**config.mk**
```make
export PLATFORM = sky130hd
export DESIGN_NAME = ternary_packed_dot_product
export DESIGN_NICKNAME = d
export VERILOG_FILES = /design/src/rtl/tpdp_pkg.sv /design/src/rtl/tpdp_lane.sv /design/src/rtl/tpdp_merge.sv /design/src/rtl/ternary_packed_dot_product.sv
export SDC_FILE = /design/constraint.sdc
export NUM_CORES = 1
export LEC_CHECK = 0
export BUFFER_PORTS_ARGS = -buffer_cell sky130_fd_sc_hd__buf_2
export CAP_MARGIN = 15
export CORE_MARGIN = 2
export CORE_UTILIZATION = 40
export DETAILED_ROUTE_END_ITERATION = 8
export PLACE_DENSITY = 0.71
export RECOVER_POWER = 25
export SYNTH_ARGS = -nofsm -noshare
export SYNTH_HDL_FRONTEND = slang
export SYNTH_SLANG_ARGS = --single-unit
```
**constraint.sdc**
```tcl
create_clock -name i_clk -period 5.39 [get_ports i_clk]
set_input_delay 0 -clock i_clk [delete_from_list [all_inputs] [get_ports i_clk]]
set_output_delay 0 -clock i_clk [all_outputs]
set_load 0.02 [all_outputs]
```
**src/rtl/tpdp_pkg.sv**
```systemverilog
package tpdp_pkg;

    localparam int LANES     = 4;
    localparam int ACT_W     = 8;
    localparam int CODE_W    = 2;
    localparam int CNT_W     = 3;
    localparam int SUM_W     = 32;
    // one lane term spans -128..+128
    localparam int TERM_W    = ACT_W + 1;
    // four terms add to at most +-512
    localparam int LSUM_W    = TERM_W + $clog2(LANES);
    localparam int S_TDATA_W = 48;
    localparam int M_TDATA_W = SUM_W;

    typedef logic [CODE_W-1:0]        t_code;
    typedef logic signed [ACT_W-1:0]  t_act;
    typedef logic signed [TERM_W-1:0] t_term;
    typedef logic signed [LSUM_W-1:0] t_lsum;
    typedef logic signed [SUM_W-1:0]  t_sum;

    localparam t_code CODE_PLUS  = 2'b01;
    localparam t_code CODE_MINUS = 2'b10;

    typedef struct packed {
        logic valid;
        logic last;
    } t_item_ctl;

endpackage

```
**src/rtl/tpdp_lane.sv**
```systemverilog
module tpdp_lane
    import tpdp_pkg::*;
(
    input  t_code i_code,
    input  t_act  i_act,
    input  logic  i_en,
    output t_term o_term
);

    t_term act_ext;

    assign act_ext = t_term'(i_act);

    always_comb begin
        o_term = '0;
        if (i_en) begin
            unique case (i_code)
                CODE_PLUS:  o_term = act_ext;
                CODE_MINUS: o_term = -act_ext;
                default:    o_term = '0;
            endcase
        end
    end

endmodule

```
**src/rtl/tpdp_merge.sv**
```systemverilog
module tpdp_merge
    import tpdp_pkg::*;
(
    input  logic              i_clk,
    input  logic              i_rst_n,
    input  t_item_ctl         i_ctl,
    input  t_term [LANES-1:0] i_terms,
    output logic              o_ready,
    output logic              o_valid,
    input  logic              i_ready,
    output t_sum              o_sum
);

    t_sum  r_acc;
    t_sum  r_out_data;
    t_sum  r_skid_data;
    logic  r_out_valid;
    logic  r_skid_valid;

    t_lsum lane_sum;
    t_sum  n_acc_sum;
    logic  accept;
    logic  push;
    logic  pop;

    always_comb begin
        lane_sum = '0;
        for (int k = 0; k < LANES; k++) begin
            lane_sum = lane_sum + t_lsum'(i_terms[k]);
        end
    end

    assign n_acc_sum = r_acc + t_sum'(lane_sum);

    // skid slot full means two results are waiting
    assign o_ready = !r_skid_valid;
    assign accept  = i_ctl.valid && o_ready;
    assign push    = accept && i_ctl.last;
    assign pop     = r_out_valid && i_ready;

    always_ff @(posedge i_clk) begin
        if (!i_rst_n) begin
            r_acc <= '0;
        end else if (accept) begin
            r_acc <= i_ctl.last ? '0 : n_acc_sum;
        end
    end

    always_ff @(posedge i_clk) begin
        if (!i_rst_n) begin
            r_out_valid  <= 1'b0;
            r_skid_valid <= 1'b0;
        end else if (pop || !r_out_valid) begin
            r_out_valid  <= r_skid_valid || push;
            r_skid_valid <= 1'b0;
        end else if (push) begin
            r_skid_valid <= 1'b1;
        end
    end

    always_ff @(posedge i_clk) begin
        if (pop || !r_out_valid) begin
            r_out_data <= r_skid_valid ? r_skid_data : n_acc_sum;
        end else if (push) begin
            r_skid_data <= n_acc_sum;
        end
    end

    assign o_valid = r_out_valid;
    assign o_sum   = r_out_data;

endmodule

```
**src/rtl/ternary_packed_dot_product.sv**
```systemverilog
// A sum ends at a tlast transfer and is registered to o_m_tvalid or into the skid slot.
// One transfer per cycle while skid is empty; four lanes and accumulate share one cycle.
// A two-deep output buffer keeps the input open while one result waits downstream.
// Reset (i_rst_n low at a clock edge) clears the accumulator and drops any pending result.
module ternary_packed_dot_product
    import tpdp_pkg::*;
(
    input  logic                 i_clk,
    input  logic                 i_rst_n,
    input  logic                 i_s_tvalid,
    output logic                 o_s_tready,
    // weight_byte[7:0], act0[15:8], act1[23:16], act2[31:24], act3[39:32],
    // lanes_valid[42:40], zero fill[47:43]
    input  logic [S_TDATA_W-1:0] i_s_tdata,
    input  logic                 i_s_tlast,
    output logic                 o_m_tvalid,
    input  logic                 i_m_tready,
    // dot_sum[31:0]
    output logic [M_TDATA_W-1:0] o_m_tdata
);

    localparam int ACT_LSB = LANES * CODE_W;
    localparam int CNT_LSB = ACT_LSB + LANES * ACT_W;

    logic [LANES*CODE_W-1:0] weight_byte;
    logic [CNT_W-1:0]        lanes_valid;
    t_term [LANES-1:0]       terms;
    t_item_ctl               ctl;
    t_sum                    dot_sum;

    assign weight_byte = i_s_tdata[ACT_LSB-1:0];
    assign lanes_valid = i_s_tdata[CNT_LSB +: CNT_W];

    // counts above LANES enable every lane, which matches saturation
    for (genvar k = 0; k < LANES; k++) begin : g_lane
        tpdp_lane u_lane (
            .i_code (t_code'(weight_byte[k*CODE_W +: CODE_W])),
            .i_act  (t_act'(i_s_tdata[ACT_LSB + k*ACT_W +: ACT_W])),
            .i_en   (lanes_valid > CNT_W'(k)),
            .o_term (terms[k])
        );
    end

    assign ctl.valid = i_s_tvalid;
    assign ctl.last  = i_s_tlast;

    tpdp_merge u_merge (
        .i_clk   (i_clk),
        .i_rst_n (i_rst_n),
        .i_ctl   (ctl),
        .i_terms (terms),
        .o_ready (o_s_tready),
        .o_valid (o_m_tvalid),
        .i_ready (i_m_tready),
        .o_sum   (dot_sum)
    );

    assign o_m_tdata = dot_sum;

endmodule

```
# Yosys cells after proc, flatten, opt, wreduce, memory -nomap -nowiden

Cells that the tools add are included.
Widths: inputs -> output; s select.

Output and inout port bits: 34
Bits in registers: 98
Bits of input ports: 53
Logic and storage cells: 46

Muxes and demuxes: 10
Eq/ne operators: 8
Magnitude comparators: 4
Bitwise operators: 2
Reduce and logical (&&, ||, !) cells: 9
Add/subtract/negate cells: 8

Operators by type and width:

| operator           | number |
|---|---|
| $pmux 9 s2         | 4 |
| $mux 32            | 2 |
| $mux 9             | 4 |
| $neg 8->9          | 4 |
| $add 32x11->32     | 1 |
| $add 10x9->11      | 1 |
| $add 11x9->11      | 1 |
| $add 9x9->10       | 1 |
| $eq 2x1->1 const B | 4 |
| $eq 2x2->1 const B | 4 |
| $gt 3x1->1 const B | 2 |
| $gt 3x2->1 const B | 2 |
| $logic_and 1x1->1  | 3 |
| $logic_not 1->1    | 2 |
| $logic_or 1x1->1   | 2 |
| $not 1->1          | 2 |
| $reduce_and 2->1   | 1 |
| $reduce_or 2->1    | 1 |

# Depth between registers and ports, before layout

Word-level depth: 8
Depth in mapped cells: 22
Depth with buffers taken out: 22

# Hierarchy

Synthesis repeated with hierarchy kept, for this count alone.

Cell total of the unflattened synthesis: 873
Area, all modules: 8066.5 sq um

Modules (own cells, without submodules):

| module                            | area each (sq um) | seq. area each (sq um) | cells each | instances |
|---|---|---|---|---|
| tpdp_merge                        | 6784.0            | 2602.5                 | 687        | 1 |
| tpdp_lane at g_lane[0].u_lane ... | 320.3             | 0.0                    | 46         | 3 |
| tpdp_lane at g_lane[2].u_lane     | 296.5             | 0.0                    | 44         | 1 |
| ternary_packed_dot_product        | 25.0              | 0.0                    | 4          | 1 |

# Least setup slack after synthesis

Ideal clock, no wire load.

Path kind: input port to flip-flop
From: in i_s_tdata[0]
To: reg u_merge.r_out_data[29] (netlist: u_merge.o_sum[29]) (data pin)
Slack: -0.341 ns
Setup time: 0.260 ns
Stages on the path: 18
Required time: 5.130 ns
Arrival time: 5.471 ns
Path buffers: 1
Cell sequence: inv_1 ha_1 or2_2 clkbuf_1 a21o_1 fa_1 fa_1 fa_1 inv_1 ha_1 a21o_1 o21bai_1 or2_2 a211o_1 a31o_2 a21oi_2 xnor2_1 mux2_2

Word-level cells in the longest chain between the ends: 8
Elaborated cells on any way between the ends: 9
Those cells by class: 4 x add/sub; 2 x eq/ne; 3 x mux

Ends and longest elaborated chain:

| what                                     | RTL line                         | source |
|---|---|---|
| start: declaration                       | ternary_packed_dot_product.sv:14 | `input logic [S_TDATA_W-1:0] i_s_tdata,` |
| $eq 2x2->1 or $eq 2x1->1 (tied branches) | tpdp_lane.sv:17                  | `unique case (i_code)` |
| $pmux 9 s2 (*)                           | tpdp_lane.sv:17                  |  |
| $mux 9 (*)                               | tpdp_lane.sv:16                  | `if (i_en) begin` |
| $add 9x9->10 (*)                         | tpdp_merge.sv:29                 | `lane_sum = lane_sum + t_lsum'(i_terms[k]);` |
| $add 10x9->11 (*)                        | tpdp_merge.sv:29                 |  |
| $add 11x9->11 (*)                        | tpdp_merge.sv:29                 |  |
| $add 32x11->32 (*)                       | tpdp_merge.sv:33                 | `assign n_acc_sum = r_acc + t_sum'(lane_sum);` |
| net u_merge.n_acc_sum[29]                | tpdp_merge.sv:21                 | `t_sum n_acc_sum;` |
| $mux 32 (*)                              | tpdp_merge.sv:63                 | `r_out_data <= r_skid_valid ? r_skid_data : n_acc_sum;` |
| end signal: assignment                   | tpdp_merge.sv:63                 |  |
| end: declaration                         | tpdp_merge.sv:15                 | `t_sum r_out_data;` |

Mark *: on every way through the listed nets, which the timed path passes. The rest lies on a longest branch.
A chain may end at the register's enable or synchronous reset.

# Final worst setup path

From: in i_s_tdata[26]
To: reg u_merge.r_out_data[28] (netlist: u_merge.o_sum[28]) (data pin)

Word-level cells in the longest chain between the ends: 7

Ends and longest elaborated chain:

| what                      | RTL line         | source |
|---|---|---|
| $neg 8->9                 | tpdp_lane.sv:19  | `CODE_MINUS: o_term = -act_ext;` |
| $pmux 9 s2 (*)            | tpdp_lane.sv:17  |  |
| $mux 9 (*)                | tpdp_lane.sv:16  |  |
| $add 10x9->11 (*)         | tpdp_merge.sv:29 |  |
| $add 11x9->11 (*)         | tpdp_merge.sv:29 |  |
| $add 32x11->32 (*)        | tpdp_merge.sv:33 |  |
| net u_merge.n_acc_sum[28] | tpdp_merge.sv:21 |  |
| $mux 32 (*)               | tpdp_merge.sv:63 |  |

Marked as above.

==> flow_summary_export.csv <==
group,metric,value,unit
logic_synthesis,synth-main-ff-cell,"edfxtp_1",
clocking,clockRootBuffer,"clkbuf_16",
final_layout,fill_cells,1754,
final_layout,diodes,0,
logic_synthesis,synthCells,818,
sta,fmax,198,MHz
sta,finalSetupViolCount,0,
route,drc_errors,0,
clocking,cts_buffer_depth,2,
sta,rsz0062_at_grt,"no",
floorplan,dieArea,20100,µm²
final_layout,syn_to_final_growth,16.3,%
clocking,cts_max_level,3,
floorplan,fp.coreArea,18600,µm²
setup_path,worstSetupEndpointType,"flip-flop",
setup_path,path_class,"input port to flip-flop",
sta,worst_slack,350,ps
setup_path,crit_fanout,4,
placed_design,io_buffers,81,
sta,whs,91.1,ps
global_routing,gr-usage-met1,25.4,%
global_routing,grt_max_degree,36,
route,drtAntennaViolNets,0,
clocking,cts_tree,"built",
global_routing,use_met2,27.1,%
global_routing,grt_pass1_wl,28.2,mm
floorplan,die_x,142,µm
setup_path,cp.required,5480,ps
global_routing,globalRouteMet3Util,3.10,%
route,wire_per_inst,14.3,µm
outcome,status,"complete, but fails checks",
logic_synthesis,synth-seq-cells,98,
logic_synthesis,yosysWarnings,0,
route,dr.pass1.iters,5,
power_and_ir_drop,p_leak,3.97,nW
sta,slew_headroom,-18.0,%
logic_synthesis,async_reset_ff_share,0,%
setup_path,cp_slowest_cell,"fa_1",
placed_design,dp_hpwl,12.8,mm
global_routing,top_usage_layer,"met2",
logic_synthesis,syn_nets,965,
route,drt-initial-drc-count,341,
sta,fin_worst_skew,14.2,ps
global_routing,grt_overflow,0,
setup_path,cp-start-kind,"input port",
floorplan,ioPinCount,87,
sta,layout_min_cycle_time,5040,ps
floorplan,start_util,40.6,%
logic_synthesis,synth_edf_count,64,
logic_synthesis,synth_area_per_cell,9.26,µm²
run,drv_cap,1,
route,via_count,6015,
power_and_ir_drop,power-per-cell-area,312,nW/µm²
worst_hold_path,hold_path.class,"input port to flip-flop",
clocking,cts.sinks,98,
logic_synthesis,ys_seq_area_share,34.4,%
global_routing,grt_antenna_before_repair,0,
global_routing,grt_use_total,17.4,%
setup_path,worstPathArrival,5130,ps
clocking,cts_buffers,9,
setup_path,cp_slowest_stage_delay,550,ps
sta,period_share,93.5,%
setup_path,path_cells,"buf_2, or3_1, nor3_1, nand3_1, a311oi_1, fa_1, fa_1, inv_1, fa_1, inv_1, ha_1, a21o_1, a31oi_1, a21oi_1, o21ai_1, o21ai_0, nor3_1, a311o_1, mux2_2",
setup_path,regToRegSetupSlack,1780,ps
sta,slew_viol_final,36,
placed_design,gp_congestion,0.921,
final_layout,final_nets,1079,
global_routing,grt_pass1_vias,5747,
power_and_ir_drop,vdd_drop_max,0.000148,V
clocking,clock_latency,350,ps
logic_synthesis,yosysUniqueCellTypes,60,
floorplan,die_h,142,µm
logic_synthesis,syn_area,7570,µm²
route,vias_per_cell,5.14,
outcome,failed_checks,"max-capacitance violations, max-slew violations",
final_layout,drive_gt1_share,15.7,%
sta,setup-tns-final,0,ps
sta,finalHoldViolations,0,
setup_path,cpMostUsedCell,"fa_1",
sta,worst_pin_slew,1770,ps
route,drt_wl_total,16.7,mm
floorplan,num_rows,50,
clocking,clk_pin_slew,70,ps
placed_design,dpl_worst_slack,-8.38,ps
-- flip-flops by register name, indices dropped and copies added (netlist names) --
signal                cells
u_merge.o_sum            32
u_merge.o_valid           1
u_merge.r_acc            32
u_merge.r_skid_data      32
u_merge.r_skid_valid      1
-- per-stage QoR --
step | area, µm² | utilization, % | instances | power, mW
global route | 8810 | 47.2 | 1171 | 2.94
finish | 8810 | 47.2 | 1171 | 2.74
CTS | 8810 | 47.3 | 1167 | 2.78
floorplan | 7580 | - | 818 | 1.76
detailed placement | 8500 | 45.6 | 1150 | 2.10
global placement | 8500 | 45.6 | 1150 | 2.09
-- cell usage after synthesis, types with 3 or more instances --
cell | instances | area share, %
inv_1 | 138 | 6.8
nand2_1 | 84 | 4.2
edfxtp_1 | 64 | 25
nor2_1 | 63 | 3.1
a21oi_1 | 54 | 3.6
fa_1 | 49 | 13
ha_1 | 45 | 7.4
dfxtp_1 | 34 | 9.0
o21ai_0 | 23 | 1.5
xnor2_1 | 22 | 2.5
nor3_1 | 21 | 1.4
a22oi_1 | 20 | 2.0
mux2_2 | 20 | 3.0
clkbuf_1 | 19 | 0.94
a22o_1 | 16 | 1.9
nand3_1 | 14 | 0.93
a21o_1 | 13 | 1.3
xor2_1 | 9 | 1.0
nand3b_1 | 8 | 0.79
and2_1 | 7 | 0.58
o21bai_1 | 7 | 0.69
nand2b_1 | 6 | 0.50
o21a_1 | 6 | 0.59
or3_1 | 6 | 0.50
and3_1 | 5 | 0.41
o31ai_1 | 5 | 0.50
a31o_2 | 4 | 0.46
nand4_1 | 4 | 0.33
nor3b_1 | 4 | 0.40
o41ai_1 | 4 | 0.46
or2_2 | 4 | 0.33
a211o_1 | 3 | 0.35
a311oi_1 | 3 | 0.35
-- layer usage --
metal	vias up	wire (µm)	part of all wire, %
li1	3011	-	-
met1	2842	8290	50
met2	149	7420	44
met3	13	849	5.1
met4	0	167	1.0
met5	-	0	0
-- worst paths after layout --
kind | start | to | cells past startpoint
min | i_s_tlast | u_merge.r_acc[0]$_SDFFE_PN0P_ | 4
min reg2reg | u_merge.r_acc[28]$_SDFFE_PN0P_ | u_merge.r_acc[28]$_SDFFE_PN0P_ | 1
max reg2reg | u_merge.r_acc[1]$_SDFFE_PN0P_ | u_merge.o_sum[25]$_DFFE_PP_ | 13
max | i_s_tdata[26] | u_merge.o_sum[28]$_DFFE_PP_ | 19
-- cell type report --
class / count / area [µm²] / area share (%)
clock buffers: 12 / 258 / 2.93
clock inverters: 4 / 50.0 / 0.568
inverters: 139 / 522 / 5.92
multi-input cells: 559 / 4380 / 49.8
flip-flops and latches: 98 / 2600 / 29.6
well taps: 234 / 293 / 3.32
repair buffers: 125 / 697 / 7.91
-- critical path: cells and delay by family --
| kind | cells | cell delay [ps] |
|---|---|---|
| buffers and inverters | 3 | 210 |
| adder cells (fa/ha/maj) | 4 | 1860 |
| multiplexers | 1 | 290 |
| AND/OR/NAND/NOR | 4 | 1060 |
| AO/OA/AOI/OAI | 7 | 1720 |
-- cells in the final DEF (no fill, tap or decap), types with 7 or more instances in the layout --
| cell type | n |
|---|---|
| mux2_2 | 20 |
| nor2_1 | 63 |
| fa_1 | 48 |
| clkbuf_1 | 35 |
| xnor2_1 | 22 |
| a21oi_1 | 54 |
| ha_1 | 45 |
| nor3_1 | 19 |
| xor2_1 | 9 |
| buf_4 | 43 |
| dfxtp_1 | 34 |
| nand2_1 | 84 |
| edfxtp_1 | 64 |
| inv_1 | 138 |
| a22oi_1 | 20 |
| o21ai_0 | 22 |
| buf_2 | 48 |
| nand3_1 | 14 |
| clkbuf_16 | 10 |
| o21bai_1 | 7 |
| nand3b_1 | 8 |
| a22o_1 | 16 |
| a21o_1 | 13 |
| and2_1 | 7 |
-- what timing repair did --
action	CTS	global route
setup endpoints to repair	0	3
resized for setup	0	2
endpoints found under the hold margin	1	0
hold buffers	1	0
buffers inserted	0	4
-- power by group --
part	internal (mW)	switching [mW]
registers	0.968	0.0388
clock network	0.388	0.270
logic	0.407	0.672
total	1.76	0.981
-- cell families (layout without fill, tap and decap cells) --
family | after synthesis | after routing | synth area share [%]
XOR/XNOR | 31 | 31 | 3.58
AO/OA/AOI/OAI | 182 | 182 | 16.7
buffers and inverters | 161 | 280 | 8.00
AND/OR/NAND/NOR | 231 | 231 | 13.9
multiplexers | 21 | 21 | 3.11
flip-flops | 98 | 98 | 34.4
adder cells (fa/ha/maj) | 94 | 94 | 20.4
(Power assumes the default switching activity.)
